`src/rtl/wpi_pkg.sv`:
```
package wpi_pkg;

  localparam int COORD_W        = 32;
  localparam int MAX_SEG_POINTS = 31;
  localparam int LENGTH_CHORDS  = 10;
  localparam int J_W            = 5;
  localparam int COEF_W         = 17;
  localparam int OPA_W          = 35;
  localparam int OPB_W          = 33;
  localparam int ACC_W          = 66;
  localparam int DIV_W          = 56;
  localparam int CUR_W          = 36;
  localparam int LEN_W          = 37;
  localparam int SPC_W          = 31;
  localparam int CNT_W          = 6;
  localparam int SQRT_STEPS     = 32;
  localparam int STEP_W         = 6;

  localparam logic [1:0] MODE_LIN    = 2'd0;
  localparam logic [1:0] MODE_PLANAR = 2'd1;
  localparam logic [1:0] MODE_FULL   = 2'd2;
  localparam logic [1:0] MODE_ALIAS  = 2'd3;

  localparam logic       CFG_MODE    = 1'b0;
  localparam logic       CFG_SPACING = 1'b1;

  localparam logic [SPC_W-1:0] SPACING_RESET = 31'd13107;

  typedef enum logic [2:0] {
    SEL_AD = 3'd0,
    SEL_AB = 3'd1,
    SEL_BD = 3'd2,
    SEL_BC = 3'd3,
    SEL_CD = 3'd4
  } seg_sel_t;

  typedef enum logic [4:0] {
    DP_NOP    = 5'd0,
    DP_LOAD   = 5'd1,
    DP_COEF   = 5'd2,
    DP_MUL    = 5'd3,
    DP_ACC    = 5'd4,
    DP_DIVI   = 5'd5,
    DP_DIVS   = 5'd6,
    DP_STORE  = 5'd7,
    DP_CHORD  = 5'd8,
    DP_SQRTI  = 5'd9,
    DP_SQRTS  = 5'd10,
    DP_LENADD = 5'd11,
    DP_CNTI   = 5'd12,
    DP_CNTS   = 5'd13,
    DP_CNTFIX = 5'd14,
    DP_EMIT   = 5'd15,
    DP_FINAL  = 5'd16,
    DP_COMMIT = 5'd17
  } dp_op_t;

  typedef struct packed {
    dp_op_t     op;
    seg_sel_t   sel;
    logic [1:0] axis;
    logic [1:0] term;
    logic       herm;
    logic       sq;
    logic       lin;
    logic       len_ph;
    logic       last;
    logic       pend;
    logic       take_in;
  } dp_cmd_t;

  typedef struct packed {
    logic [1:0] held;
    logic [1:0] mode;
    logic       fin;
    logic       j_last;
    logic       cnt_done;
    logic       out_free;
  } dp_sts_t;

  typedef struct packed {
    logic signed [COEF_W-1:0] c0;
    logic signed [COEF_W-1:0] c1;
    logic signed [COEF_W-1:0] c2;
    logic signed [COEF_W-1:0] c3;
    logic        [COEF_W-1:0] den;
  } coef_t;

  // hermite basis weights scaled by d^3 (doubled denominator), or lerp weights
  function automatic coef_t wpi_coef(input logic [J_W-1:0] j, input logic [J_W-1:0] d,
                                     input logic herm);
    logic signed [20:0] js, ds, j2, j3, d2, d3, a00, a10, a01, a11;
    coef_t res;
    js  = 21'(signed'({1'b0, j}));
    ds  = 21'(signed'({1'b0, d}));
    j2  = js * js;
    j3  = j2 * js;
    d2  = ds * ds;
    d3  = d2 * ds;
    a00 = (j3 <<< 1) - 21'sd3 * (j2 * ds) + d3;
    a10 = j3 - ((j2 * ds) <<< 1) + js * d2;
    a01 = 21'sd3 * (j2 * ds) - (j3 <<< 1);
    a11 = j3 - j2 * ds;
    if (herm) begin
      res.c0  = COEF_W'(a00);
      res.c1  = COEF_W'(a10);
      res.c2  = COEF_W'(a01);
      res.c3  = COEF_W'(a11);
      res.den = COEF_W'(d3 <<< 1);
    end else begin
      res.c0  = COEF_W'(ds - js);
      res.c1  = '0;
      res.c2  = COEF_W'(js);
      res.c3  = '0;
      res.den = COEF_W'(ds);
    end
    return res;
  endfunction

endpackage

```
`src/rtl/wpi_ctrl.sv`:
```
module wpi_ctrl
  import wpi_pkg::*;
(
  input  logic    clk,
  input  logic    rst_n,
  input  logic    in_tvalid,
  output logic    in_tready,
  input  dp_sts_t sts,
  output dp_cmd_t cmd
);

  typedef enum logic [20:0] {
    S_IDLE   = 21'h000001,
    S_PLAN   = 21'h000002,
    S_LOAD   = 21'h000004,
    S_COEF   = 21'h000008,
    S_MUL    = 21'h000010,
    S_ACC    = 21'h000020,
    S_DIVI   = 21'h000040,
    S_DIVS   = 21'h000080,
    S_STORE  = 21'h000100,
    S_CHORD  = 21'h000200,
    S_SQ     = 21'h000400,
    S_SQACC  = 21'h000800,
    S_SQRTI  = 21'h001000,
    S_SQRTS  = 21'h002000,
    S_LENADD = 21'h004000,
    S_CNTI   = 21'h008000,
    S_CNTS   = 21'h010000,
    S_CNTFIX = 21'h020000,
    S_EMIT   = 21'h040000,
    S_FINAL  = 21'h080000,
    S_COMMIT = 21'h100000
  } state_t;

  state_t            state_r, state_nxt;
  logic [1:0]        axis_r, axis_nxt;
  logic [1:0]        term_r, term_nxt;
  logic [STEP_W-1:0] step_r, step_nxt;
  logic [1:0]        segs_left_r, segs_left_nxt;
  logic              second_r, second_nxt;
  seg_sel_t          sel_a_r, sel_a_nxt;
  seg_sel_t          sel_b_r, sel_b_nxt;
  logic              final_r, final_nxt;
  logic              len_ph_r, len_ph_nxt;
  logic              lin, herm_ax, last_pt;

  assign lin     = (sts.mode == MODE_LIN);
  // the length estimate of a hermite segment always runs on the full 3-d curve
  assign herm_ax = len_ph_r || (sts.mode == MODE_FULL) ||
                   ((sts.mode == MODE_PLANAR) && (axis_r != 2'd2));
  assign last_pt = sts.j_last && (segs_left_r == 2'd1) && !final_r;

  always_comb begin
    state_nxt     = state_r;
    axis_nxt      = axis_r;
    term_nxt      = term_r;
    step_nxt      = step_r;
    segs_left_nxt = segs_left_r;
    second_nxt    = second_r;
    sel_a_nxt     = sel_a_r;
    sel_b_nxt     = sel_b_r;
    final_nxt     = final_r;
    len_ph_nxt    = len_ph_r;
    in_tready     = 1'b0;
    cmd           = '0;
    cmd.op        = DP_NOP;
    cmd.sel       = second_r ? sel_b_r : sel_a_r;
    cmd.axis      = axis_r;
    cmd.term      = term_r;
    cmd.herm      = herm_ax;
    cmd.lin       = lin;
    cmd.len_ph    = len_ph_r;
    unique case (state_r)
      S_IDLE: begin
        in_tready   = 1'b1;
        cmd.take_in = in_tvalid;
        if (in_tvalid) state_nxt = S_PLAN;
      end
      S_PLAN: begin
        second_nxt = 1'b0;
        final_nxt  = sts.fin;
        priority if (sts.held == 2'd0) begin
          segs_left_nxt = 2'd0;
          state_nxt     = sts.fin ? S_FINAL : S_COMMIT;
        end else if (lin) begin
          segs_left_nxt = 2'd1;
          sel_a_nxt     = SEL_AD;
          final_nxt     = 1'b0;
          state_nxt     = S_LOAD;
        end else begin
          unique case (sts.held)
            2'd1: begin
              segs_left_nxt = sts.fin ? 2'd1 : 2'd0;
              sel_a_nxt     = SEL_AD;
              state_nxt     = sts.fin ? S_LOAD : S_COMMIT;
            end
            2'd2: begin
              segs_left_nxt = sts.fin ? 2'd2 : 2'd1;
              sel_a_nxt     = SEL_AB;
              sel_b_nxt     = SEL_BD;
              state_nxt     = S_LOAD;
            end
            default: begin
              segs_left_nxt = sts.fin ? 2'd2 : 2'd1;
              sel_a_nxt     = SEL_BC;
              sel_b_nxt     = SEL_CD;
              state_nxt     = S_LOAD;
            end
          endcase
        end
      end
      S_LOAD: begin
        cmd.op     = DP_LOAD;
        len_ph_nxt = 1'b1;
        axis_nxt   = 2'd0;
        state_nxt  = lin ? S_CHORD : S_COEF;
      end
      S_COEF: begin
        cmd.op    = DP_COEF;
        term_nxt  = 2'd0;
        state_nxt = S_MUL;
      end
      S_MUL: begin
        cmd.op    = DP_MUL;
        state_nxt = S_ACC;
      end
      S_ACC: begin
        cmd.op = DP_ACC;
        if (term_r == 2'd3) begin
          state_nxt = S_DIVI;
        end else begin
          term_nxt  = term_r + 2'd1;
          state_nxt = S_MUL;
        end
      end
      S_DIVI: begin
        cmd.op    = DP_DIVI;
        step_nxt  = '0;
        state_nxt = S_DIVS;
      end
      S_DIVS: begin
        cmd.op   = DP_DIVS;
        step_nxt = step_r + 1'b1;
        if (step_r == STEP_W'(DIV_W - 1)) state_nxt = S_STORE;
      end
      S_STORE: begin
        cmd.op = DP_STORE;
        if (axis_r == 2'd2) begin
          axis_nxt  = 2'd0;
          state_nxt = len_ph_r ? S_CHORD : S_EMIT;
        end else begin
          axis_nxt  = axis_r + 2'd1;
          state_nxt = S_COEF;
        end
      end
      S_CHORD: begin
        cmd.op    = DP_CHORD;
        axis_nxt  = 2'd0;
        state_nxt = S_SQ;
      end
      S_SQ: begin
        cmd.op    = DP_MUL;
        cmd.sq    = 1'b1;
        state_nxt = S_SQACC;
      end
      S_SQACC: begin
        cmd.op = DP_ACC;
        if (axis_r == 2'd2) begin
          axis_nxt  = 2'd0;
          state_nxt = S_SQRTI;
        end else begin
          axis_nxt  = axis_r + 2'd1;
          state_nxt = S_SQ;
        end
      end
      S_SQRTI: begin
        cmd.op    = DP_SQRTI;
        step_nxt  = '0;
        state_nxt = S_SQRTS;
      end
      S_SQRTS: begin
        cmd.op   = DP_SQRTS;
        step_nxt = step_r + 1'b1;
        if (step_r == STEP_W'(SQRT_STEPS - 1)) state_nxt = S_LENADD;
      end
      S_LENADD: begin
        cmd.op    = DP_LENADD;
        axis_nxt  = 2'd0;
        state_nxt = (lin || sts.j_last) ? S_CNTI : S_COEF;
      end
      S_CNTI: begin
        cmd.op    = DP_CNTI;
        state_nxt = S_CNTS;
      end
      S_CNTS: begin
        if (sts.cnt_done) state_nxt = S_CNTFIX;
        else cmd.op = DP_CNTS;
      end
      S_CNTFIX: begin
        cmd.op     = DP_CNTFIX;
        len_ph_nxt = 1'b0;
        axis_nxt   = 2'd0;
        state_nxt  = S_COEF;
      end
      S_EMIT: begin
        if (sts.out_free) begin
          cmd.op   = DP_EMIT;
          cmd.last = last_pt;
          cmd.pend = last_pt && sts.fin;
          if (sts.j_last) begin
            segs_left_nxt = segs_left_r - 2'd1;
            if (segs_left_r > 2'd1) begin
              second_nxt = 1'b1;
              state_nxt  = S_LOAD;
            end else begin
              state_nxt = final_r ? S_FINAL : S_COMMIT;
            end
          end else begin
            state_nxt = S_COEF;
          end
        end
      end
      S_FINAL: begin
        if (sts.out_free) begin
          cmd.op    = DP_FINAL;
          cmd.last  = 1'b1;
          cmd.pend  = 1'b1;
          state_nxt = S_COMMIT;
        end
      end
      S_COMMIT: begin
        cmd.op    = DP_COMMIT;
        state_nxt = S_IDLE;
      end
      default: state_nxt = S_IDLE;
    endcase
  end

  always_ff @(posedge clk) begin
    if (!rst_n) begin
      state_r     <= S_IDLE;
      axis_r      <= '0;
      term_r      <= '0;
      step_r      <= '0;
      segs_left_r <= '0;
      second_r    <= 1'b0;
      sel_a_r     <= SEL_AD;
      sel_b_r     <= SEL_AD;
      final_r     <= 1'b0;
      len_ph_r    <= 1'b0;
    end else begin
      state_r     <= state_nxt;
      axis_r      <= axis_nxt;
      term_r      <= term_nxt;
      step_r      <= step_nxt;
      segs_left_r <= segs_left_nxt;
      second_r    <= second_nxt;
      sel_a_r     <= sel_a_nxt;
      sel_b_r     <= sel_b_nxt;
      final_r     <= final_nxt;
      len_ph_r    <= len_ph_nxt;
    end
  end

  a_emit_slot_free: assert property (@(posedge clk) disable iff (!rst_n)
    (cmd.op == DP_EMIT || cmd.op == DP_FINAL) |-> sts.out_free)
    else $error("word written into a busy output slot");

  a_load_has_segment: assert property (@(posedge clk) disable iff (!rst_n)
    (state_r == S_LOAD) |-> (segs_left_r != 2'd0))
    else $error("segment load without a planned segment");

  a_count_settled: assert property (@(posedge clk) disable iff (!rst_n)
    (state_r == S_CNTFIX) |-> $past(sts.cnt_done))
    else $error("point count fixed before the count loop ended");

  a_pend_is_last: assert property (@(posedge clk) disable iff (!rst_n)
    (cmd.op == DP_EMIT && cmd.pend) |-> (cmd.last && sts.fin))
    else $error("path end flagged on a word that is not the last");

endmodule

```
`config.mk`:
```
export PLATFORM = sky130hd
export DESIGN_NAME = wpi_ctrl
export DESIGN_NICKNAME = d
export VERILOG_FILES = /design/src/rtl/wpi_pkg.sv /design/src/rtl/wpi_ctrl.sv
export SDC_FILE = /design/constraint.sdc
export NUM_CORES = 1
export LEC_CHECK = 0
export BUFFER_PORTS_ARGS = -buffer_cell sky130_fd_sc_hd__buf_2
export CORE_MARGIN = 1.5
export CORE_UTILIZATION = 60
export CTS_BUF_LIST = sky130_fd_sc_hd__clkbuf_2 sky130_fd_sc_hd__clkbuf_4 sky130_fd_sc_hd__clkbuf_8
export CTS_CLUSTER_SIZE = 16
export DETAILED_ROUTE_END_ITERATION = 7
export HOLD_SLACK_MARGIN = 0.08
export PLACE_DENSITY = 0.9
export SYNTH_ARGS = -nofsm -noshare
export SYNTH_HDL_FRONTEND = slang
export SYNTH_SLANG_ARGS = --single-unit
```
`constraint.sdc`:
```
create_clock -name clk -period 3.2 [get_ports clk]
set_input_delay 0.48 -clock clk [delete_from_list [all_inputs] [get_ports clk]]
set_output_delay 0.48 -clock clk [all_outputs]
set_load 0.005 [all_outputs]
```
Word-level counts from Yosys, hierarchy flattened. Index checks and enable logic that the tools add are counted. Widths: inputs -> output; s select.

Input port bits: 11. Output and inout port bits: 20. Flip-flop bits (word level): 42. Word-level logic and storage cells: 140.

Add/sub/neg operators: 4. Reductions and logical operators: 27. Order comparisons: 1. Eq/ne operators: 40. Multiplexer cells: 55. Bitwise operators: 3.

Operators with widths (number): $pmux 21 s20 (1); $mux 21 (14); $pmux 5 s17 (1); $mux 19 (2); $mux 2 (11); $eq 21x1->1 const B (1); $eq 21x10->1 const B (1); $eq 21x11->1 const B (1); $eq 21x12->1 const B (1); $eq 21x13->1 const B (1); $eq 21x14->1 const B (1); $eq 21x15->1 const B (1); $eq 21x16->1 const B (1); $eq 21x17->1 const B (1); $eq 21x18->1 const B (1); $eq 21x19->1 const B (1); $eq 21x2->1 const B (1); $eq 21x20->1 const B (1); $eq 21x21->1 const B (1); $eq 21x3->1 const B (1); $eq 21x4->1 const B (1); $eq 21x5->1 const B (1); $eq 21x6->1 const B (1); $eq 21x7->1 const B (1); other kinds (35) (82).

Logic depth before layout (Yosys ltp). Gate-level depths: netlist of the first run.

Depth in word-level cells: 6. Mapped depth: 9. Depth with buffers taken out: 9.

Worst setup path after synthesis of the first run. No wires, ideal clock.

Kind: flip-flop to output port. From: register state_r[12]. To: output port cmd[1] (netlist name). Buffers on the path: 2. Data required time: 2720 ps. Arrival time: 1985 ps. Cell stages (with the launch flop): 8. Path slack: 735 ps. Cell sequence: dfxtp_1 -> buf_2 -> or4_4 -> nor2_1 -> and4_1 -> buf_4 -> nand4_1 -> a21oi_1.

RTL lines: start: declaration (RTL line wpi_ctrl.sv:36) `state_t state_r, state_nxt;`; start signal: assignment (RTL line wpi_ctrl.sv:253) `state_r <= state_nxt;`; end: declaration (RTL line wpi_ctrl.sv:9) `output dp_cmd_t cmd`.

==> results.tsv, run 1 <==
metric	value	unit
status	finished, final reports clean	
worst_r2r_startpoint	state_r[16]	
cts_tree	done	
cts.reportedPaths.clkPinSlew	0.07	ns
grt_pass1_vias	2359	
drt_wl_total	6820	um
grt_max_degree	13	
cts_inserted_buffers	5	
clk_latency	0.29	ns
synthesis.nets	369	
start_kind	register	
cts_setup_buffers	0	
rsz0062_at_grt	no	
finalCritPeriodShare	0.962	
p_per_area	396	mW/mm^2
seq_area_frac_synth	0.292	
crit_type	reg2out	
final_core_util	0.674	
grt_overflow_total	0	
worstPathRequired	2.72	ns
n_antenna_cell	0	
synth_ff_type	dfxtp_1	
final.min_clock_period	3.08	ns
fillers	357	
syn_area_per_cell	7.85	um^2
core	0.00438	mm^2
hold_violations	0	
cts_sinks	40	
cts.hold.buffers_added	0	
ys_types	57	
routed_via_density	6.41	
grt_pass1_wl	10800	um
internal_power	791	uW
switching_power	378	uW
cts_resized	0	
holdCritStartpoint	sel_a_r[0]	
synth-seq-cells	40	
syn-cell-area	0.00274	mm^2
combPwrFrac	0.261	
synth-edff-count	0	
reg2reg_slack	0.53	ns
root_buffer	clkbuf_8	
drt_first_pass_iters	5	
vias	2729	
setup_viol	0	
clock_path_buffers	2	
chipWidth	70.6	um
tightest_slew	0.749	ns
finalSetupTns	0	ns
rr_worst_depth	7	
p_sw_frac	0.324	
ios	31	
async_flop_share	0	
port_buffers	30	
holdPathEnd	sel_a_r[0]	
grtUsageTotal	0.271	
path_max_fanout	9	
critPathCaptureType	output pin	
max_freq	0.325	GHz
place_hpwl	5210	um
report.final.slew_viol_count	0	
htree_levels	2	
seq_power_share	0.459	
drcViolationCount	0	
leakage	0.00120	uW
maxCapViolCount	0	
initial_core_util	0.625	
yosysWarnings	0	
gp_congestion	1.07	
rows	24	
wire_per_inst	16.0	um
area_growth	7.81	%
clockPowerShare	0.280	
fin_skew	0.00799	ns
postRouteAntennaNets	0	
slew-limit-headroom	0.499	
whs_path_depth	2	
fin_nets	394	
antenna_found_initial	0	
peakVddDrop	0.261	mV
dieHeight	70.6	um
die_area	0.00498	mm^2
syn_inst	349	
crit_arrival	2.60	ns
hold_class	reg2reg	
r2r_end	state_r[10]	
drtIter0Drc	205	
layout-drive-gt1-share	0.182	
## per-layer routing
layer	GRT usage	wire [um]
met1	0.341	2880
met4	0.105	133
met3	0.0541	544
met2	0.461	3270
met5	0	0
## layout make-up
| class | instances | area, um^2 | area share |
|---|---|---|---|
| Multi-Input combinational cell | 271 | 1720 | 0.584 |
| Tap cell | 52 | 65.1 | 0.0220 |
| Sequential cell | 40 | 801 | 0.271 |
| Clock buffer | 6 | 76.3 | 0.0258 |
| Timing Repair Buffer | 39 | 218 | 0.0737 |
| Clock inverter | 1 | 5.00 | 0.00169 |
| Inverter | 17 | 63.8 | 0.0216 |
## logic make-up after synthesis
| family | after synthesis | share of synthesized area |
|---|---|---|
| simple gates | 191 | 0.410 |
| xor+xnor | 9 | 0.0288 |
| flops | 40 | 0.292 |
| mux | 3 | 0.0114 |
| buf+inv | 38 | 0.0781 |
| fa+ha+maj | 9 | 0.0411 |
| compound gates | 59 | 0.138 |
## registers in the layout, indices dropped and copies added, names as in the netlist, 2 cells and up
register,flops
axis_r,2
step_r,6
sel_b_r,2
state_r,21
segs_left_r,2
term_r,2
sel_a_r,2
## worst max-delay path by stage
stage	start	to	slack [ns]	depth (start not counted)
finish	state_r[16]	cmd[15]	0.12	6
global route	state_r[16]	cmd[14]	0.008	7
CTS	state_r[16]	cmd[15]	0.15	6
detailed placement	state_r[16]	cmd[15]	0.47	6
global placement	state_r[16]	cmd[15]	0.53	6
floorplan	state_r[12]	cmd[1]	0.73	7
## through the flow
stage	setup slack [ns]	hold WS (ns)	total power, uW	area [um^2]	std cells
floorplan	0.735	0.445	753	2740	349
global placement	0.531	0.453	841	2870	419
detailed placement	0.470	0.462	846	2870	419
CTS	0.147	0.473	1170	2950	426
global route	0.00789	0.510	1220	2950	426
finish	0.123	0.476	1170	2950	426
## layout by cell type, fill, tap and decap left out, types with 5 or more instances in the layout
| cell type | count |
|---|---|
| a21oi_1 | 18 |
| clkbuf_8 | 5 |
| ha_1 | 9 |
| nand2_1 | 26 |
| nor2b_1 | 5 |
| nand3_1 | 18 |
| dfxtp_1 | 40 |
| and2_1 | 5 |
| xor2_1 | 6 |
| nand2b_1 | 5 |
| buf_4 | 9 |
| o21ai_0 | 15 |
| nor2_1 | 46 |
| nor4_1 | 11 |
| or4_1 | 7 |
| nand4_1 | 14 |
| inv_1 | 16 |
| buf_2 | 30 |
| nor4b_1 | 12 |
| nor3_1 | 11 |
## power by group through the flow
stage	clock network, uW	registers, uW	logic, uW
floorplan	0	543	210
global placement	0	545	295
detailed placement	0	547	299
CTS	331	536	300
global route	352	540	330
finish	327	537	306
## Yosys cell counts (3+ instances only)
library cell,count,area share
nor2b_1,5,0.011
nor4b_1,12,0.038
nor4_1,11,0.025
a32oi_1,3,0.0096
xnor2_1,3,0.0096
buf_6,5,0.021
and2_1,5,0.011
buf_2,4,0.0073
a31oi_1,3,0.0069
dfxtp_1,40,0.29
o211ai_1,3,0.0082
clkbuf_1,6,0.0082
ha_1,9,0.041
nand3b_1,3,0.0082
xor2_1,6,0.019
nand2_1,26,0.036
or4_4,4,0.016
inv_1,16,0.022
o21ai_0,15,0.027
nand4_1,14,0.032
a21boi_0,3,0.0082
buf_4,5,0.014
or3_1,4,0.0091
nand3_1,18,0.033
nor3_1,11,0.020
nand2b_1,5,0.011
nand4b_1,3,0.0096
nor2_1,46,0.063
a21oi_1,18,0.033
or4_1,7,0.019
## worst max-delay path, stage by stage (launching register included)
cell,delay (ns)
dfxtp_1,0.36
or4_1,0.69
nor3_4,0.38
and2_2,0.25
nand4b_1,0.23
or4b_2,0.29
buf_2,0.10
No activity file was read; power rests on OpenSTA's default activity.
==> run 2, diff against run 1 <==
--- a/config.mk
+++ b/config.mk
@@ -5,6 +5,7 @@
 export SDC_FILE = /design/constraint.sdc
 export NUM_CORES = 1
 export LEC_CHECK = 0
+export ABC_AREA = 1
 export BUFFER_PORTS_ARGS = -buffer_cell sky130_fd_sc_hd__buf_2
 export CORE_MARGIN = 1.5
 export CORE_UTILIZATION = 60
@@ -12,7 +13,7 @@
 export CTS_CLUSTER_SIZE = 16
 export DETAILED_ROUTE_END_ITERATION = 7
 export HOLD_SLACK_MARGIN = 0.08
-export PLACE_DENSITY = 0.9
+export PLACE_DENSITY = 0.89
 export SYNTH_ARGS = -nofsm -noshare
 export SYNTH_HDL_FRONTEND = slang
 export SYNTH_SLANG_ARGS = --single-unit
==> run 2 against run 1 <==
Effect of this change: the flow now finishes with violations (design-rule violations); global-route usage rose by 1.4 points; maximum frequency up 24%; final cell count is 22% higher; sequential power rose by 6.5%; via count is 5.5% higher; cell area up 5.0%; combinational power rose to 2.8 times the previous value; die area rose by 2.5%; critical path depth grew 4.
==> results.tsv, run 2 <==
metric	value	unit	change
cts.reportedPaths.clkPinSlew	0.08	ns	about the same
combPwrFrac	0.459		+0.198
finalCritPeriodShare	0.775		-0.187
leakage	0.00161	uW	+34%
syn_inst	437		+25%
drcViolationCount	2		+2
peakVddDrop	0.292	mV	+12%
finalSetupTns	0	ns	unchanged
cts_resized	0		unchanged
synth-edff-count	0		unchanged
synthesis.nets	457		+24%
path_max_fanout	6		-3
yosys.area_share.simple	0.438		+0.0279
fillers	376		+5.3%
drt_first_pass_iters	8		+3
drt_wl_total	6940	um	+1.7%
grt_max_degree	22		+9
status	finished with violations		
synth-xor-area-share	0.00623		-0.0225
critPathCaptureType	output pin		
chipWidth	71.4	um	+1.2%
routed_via_density	5.55		-13%
vias	2878		+5.5%
report.final.slew_viol_count	0		unchanged
crit_chain	nor2_2 > nand2_2 > nor2_8 > nand2_4 > clkinv_2 > nand2_4 > o21ai_0 > nor3_1 > nand2_1 > buf_2		
setup_viol	0		unchanged
grt_pass1_vias	2540		+7.7%
top_regs	state_r x21, step_r x6		
syn-cell-area	0.00281	mm^2	+2.6%
initial_core_util	0.632		+0.00761
slew-limit-headroom	0.580		+0.0810
area_growth	10.3	%	
root_buffer	clkbuf_8		
grt_overflow_total	0		unchanged
port_buffers	30		unchanged
holdCritStartpoint	sel_b_r[2]		
hold_violations	0		unchanged
internal_power	1080	uW	+36%
grt_pass1_wl	11500	um	+6.8%
start_kind	register		
r2r_end	state_r[9]		
violations	design-rule violations		
clk_latency	0.30	ns	about the same
grtUsageTotal	0.285		+0.0136
synth_top_family_by_area	simple AND/OR/NAND/NOR gates		
gp_congestion	1.01		-5.6%
whs_path_depth	2		unchanged
worstPathRequired	2.72	ns	about the same
synthMuxAreaShare	0		-0.0114
place_hpwl	5490	um	+5.3%
largest-register	state_r		
htree_levels	2		unchanged
layout-drive-gt1-share	0.180		-0.00195
clock_path_buffers	2		unchanged
ys_types	34		-40%
postRouteAntennaNets	0		unchanged
die_area	0.00510	mm^2	+2.5%
slowest_stage	dfxtp_1		
path_delay_family	simple AND/OR/NAND/NOR gates		
rsz0062_at_grt	no		
yosysWarnings	0		unchanged
cts.hold.buffers_added	0		unchanged
mostFrequentLayoutCells	85 x nand2_1, 73 x inv_1, 57 x nor2_1		
seq_power_share	0.302		-0.157
n_antenna_cell	0		unchanged
async_flop_share	0		unchanged
final_common_cell	nand2_1		
cts_inserted_buffers	5		unchanged
crit_arrival	2.00	ns	-0.60 ns
synth-seq-cells	40		unchanged
holdPathEnd	sel_b_r[2]		
crit_type	reg2out		
fin_skew	0.00746	ns	-0.000532 ns
tightest_slew	0.627	ns	-0.123 ns
hold_class	reg2reg		
final.min_clock_period	2.48	ns	-0.599 ns
path_buf_inv	2		+1
synth_compound_area_frac	0.0984		-0.0396
placed_area	0.00297	mm^2	+3.5%
yosysMostFrequentCell	nand2_1		
dieHeight	71.4	um	+1.2%
cts_sinks	40		unchanged
synth_ff_type	dfxtp_1		
antenna_found_initial	0		unchanged
reg2reg_slack	1.34	ns	+0.81 ns
worst_r2r_startpoint	state_r[6]		
drtIter0Drc	297		+45%
synth_top_area_frac	0.285		-0.00742
synthAdderAreaFrac	0.0401		-0.00104
finalInstanceArea	0.00310	mm^2	+5.0%
maxCapViolCount	0		unchanged
rows	24		unchanged
syn_area_per_cell	6.43	um^2	-18%
fin_nets	486		+23%
switching_power	817	uW	+120%
cts_tree	done		
cpPeakStageDelay	0.41	ns	-0.28 ns
synth_common_cells	85 x nand2_1, 73 x inv_1, 57 x nor2_1, 40 x dfxtp_1, 38 x nand3_1		
crit_path_frequent_cell	nand2_4		
max_freq	0.403	GHz	+24%
p_per_area	611	mW/mm^2	+54%
core	0.00444	mm^2	+1.4%
ios	31		unchanged
synth_top_area_cell	dfxtp_1		
seq_area_frac_synth	0.285		-0.00742
rr_worst_depth	12		+5
largest_register_ffs	21		unchanged
cts_setup_buffers	0		unchanged
clockPowerShare	0.239		-0.041
p_sw_frac	0.431		+0.107
wire_per_inst	13.4	um	-17%
yosys-top-cells-area	dfxtp_1 28%, nand2_1 11%, inv_1 9.8%		
-- run 2: cell types whose count changed after synthesis, moves of 6 or more --
cell,change
or4_1,-7
inv_1,+57
nor2_4,+7
o21ai_0,+12
nand2_4,+6
nor2_1,+11
nor4_1,-11
inv_2,+6
nand3_1,+20
nand2_1,+59
nor4b_1,-12
nor2_2,+8
-- run 2: area by class of cell --
class / instances / area, um^2 / area share
Clock inverter: 1 / 30.0 / 0.00969
Timing Repair Buffer: 31 / 158 / 0.0509
Inverter: 82 / 312 / 0.101
Clock buffer: 7 / 96.3 / 0.0311
Tap cell: 52 / 65.1 / 0.0210
Sequential cell: 40 / 801 / 0.258
Multi-Input combinational cell: 306 / 1640 / 0.528
-- run 2: layer usage --
metal	GRT usage	vias to the layer above	part of all wire	wire length, um
li1	-	1429	-	-
met2	0.469	131	0.46	3220
met1	0.374	1292	0.43	3010
met4	0.103	0	0.028	196
met5	0	-	0	0
met3	0.0520	26	0.074	513
-- run 2: worst register-to-register path: cells and delay by family, from the launching register on --
kind	cells	cell delay, ns
and+or+nand+nor	9	1.08
buffers and inverters	3	0.35
DFF	1	0.34
-- run 2: stage by stage --
stage | instances | worst slack [ns] | total power, uW | util | hold slack [ns]
finish | 519 | 0.721 | 1900 | 0.697 | 0.476
global route | 519 | 0.578 | 2010 | 0.697 | 0.514
CTS | 519 | 0.755 | 1890 | 0.697 | 0.477
detailed placement | 511 | 1.09 | 1440 | 0.669 | 0.464
global placement | 511 | 1.10 | 1420 | 0.669 | 0.456
floorplan | 437 | 1.33 | 1280 | - | 0.441
-- run 2: power by group through the flow --
stage                     Sequential [uW]  Combinational (uW)  Clock (uW)
after floorplan                       578                 704           0
after global placement                581                 842           0
after detailed placement              585                 853           0
after CTS                             573                 857         459
after global routing                  577                 952         479
final                                 572                 869         453
-- run 2: worst max path at each step --
stage,from,end,depth (start not counted)
floorplan,state_r[12],cmd[1],11
global route,state_r[12],cmd[1],12
finish,state_r[11],cmd[16],10
global placement,state_r[12],cmd[1],12
detailed placement,state_r[12],cmd[1],12
CTS,state_r[6],cmd[1],12
-- run 2: logic make-up after synthesis --
group | count (synthesis)
AO/OA/AOI/OAI | 52
adder cells (fa/ha/maj) | 9
flip-flops | 40
XOR/XNOR | 2
buffers and inverters | 91
AND/OR/NAND/NOR | 243
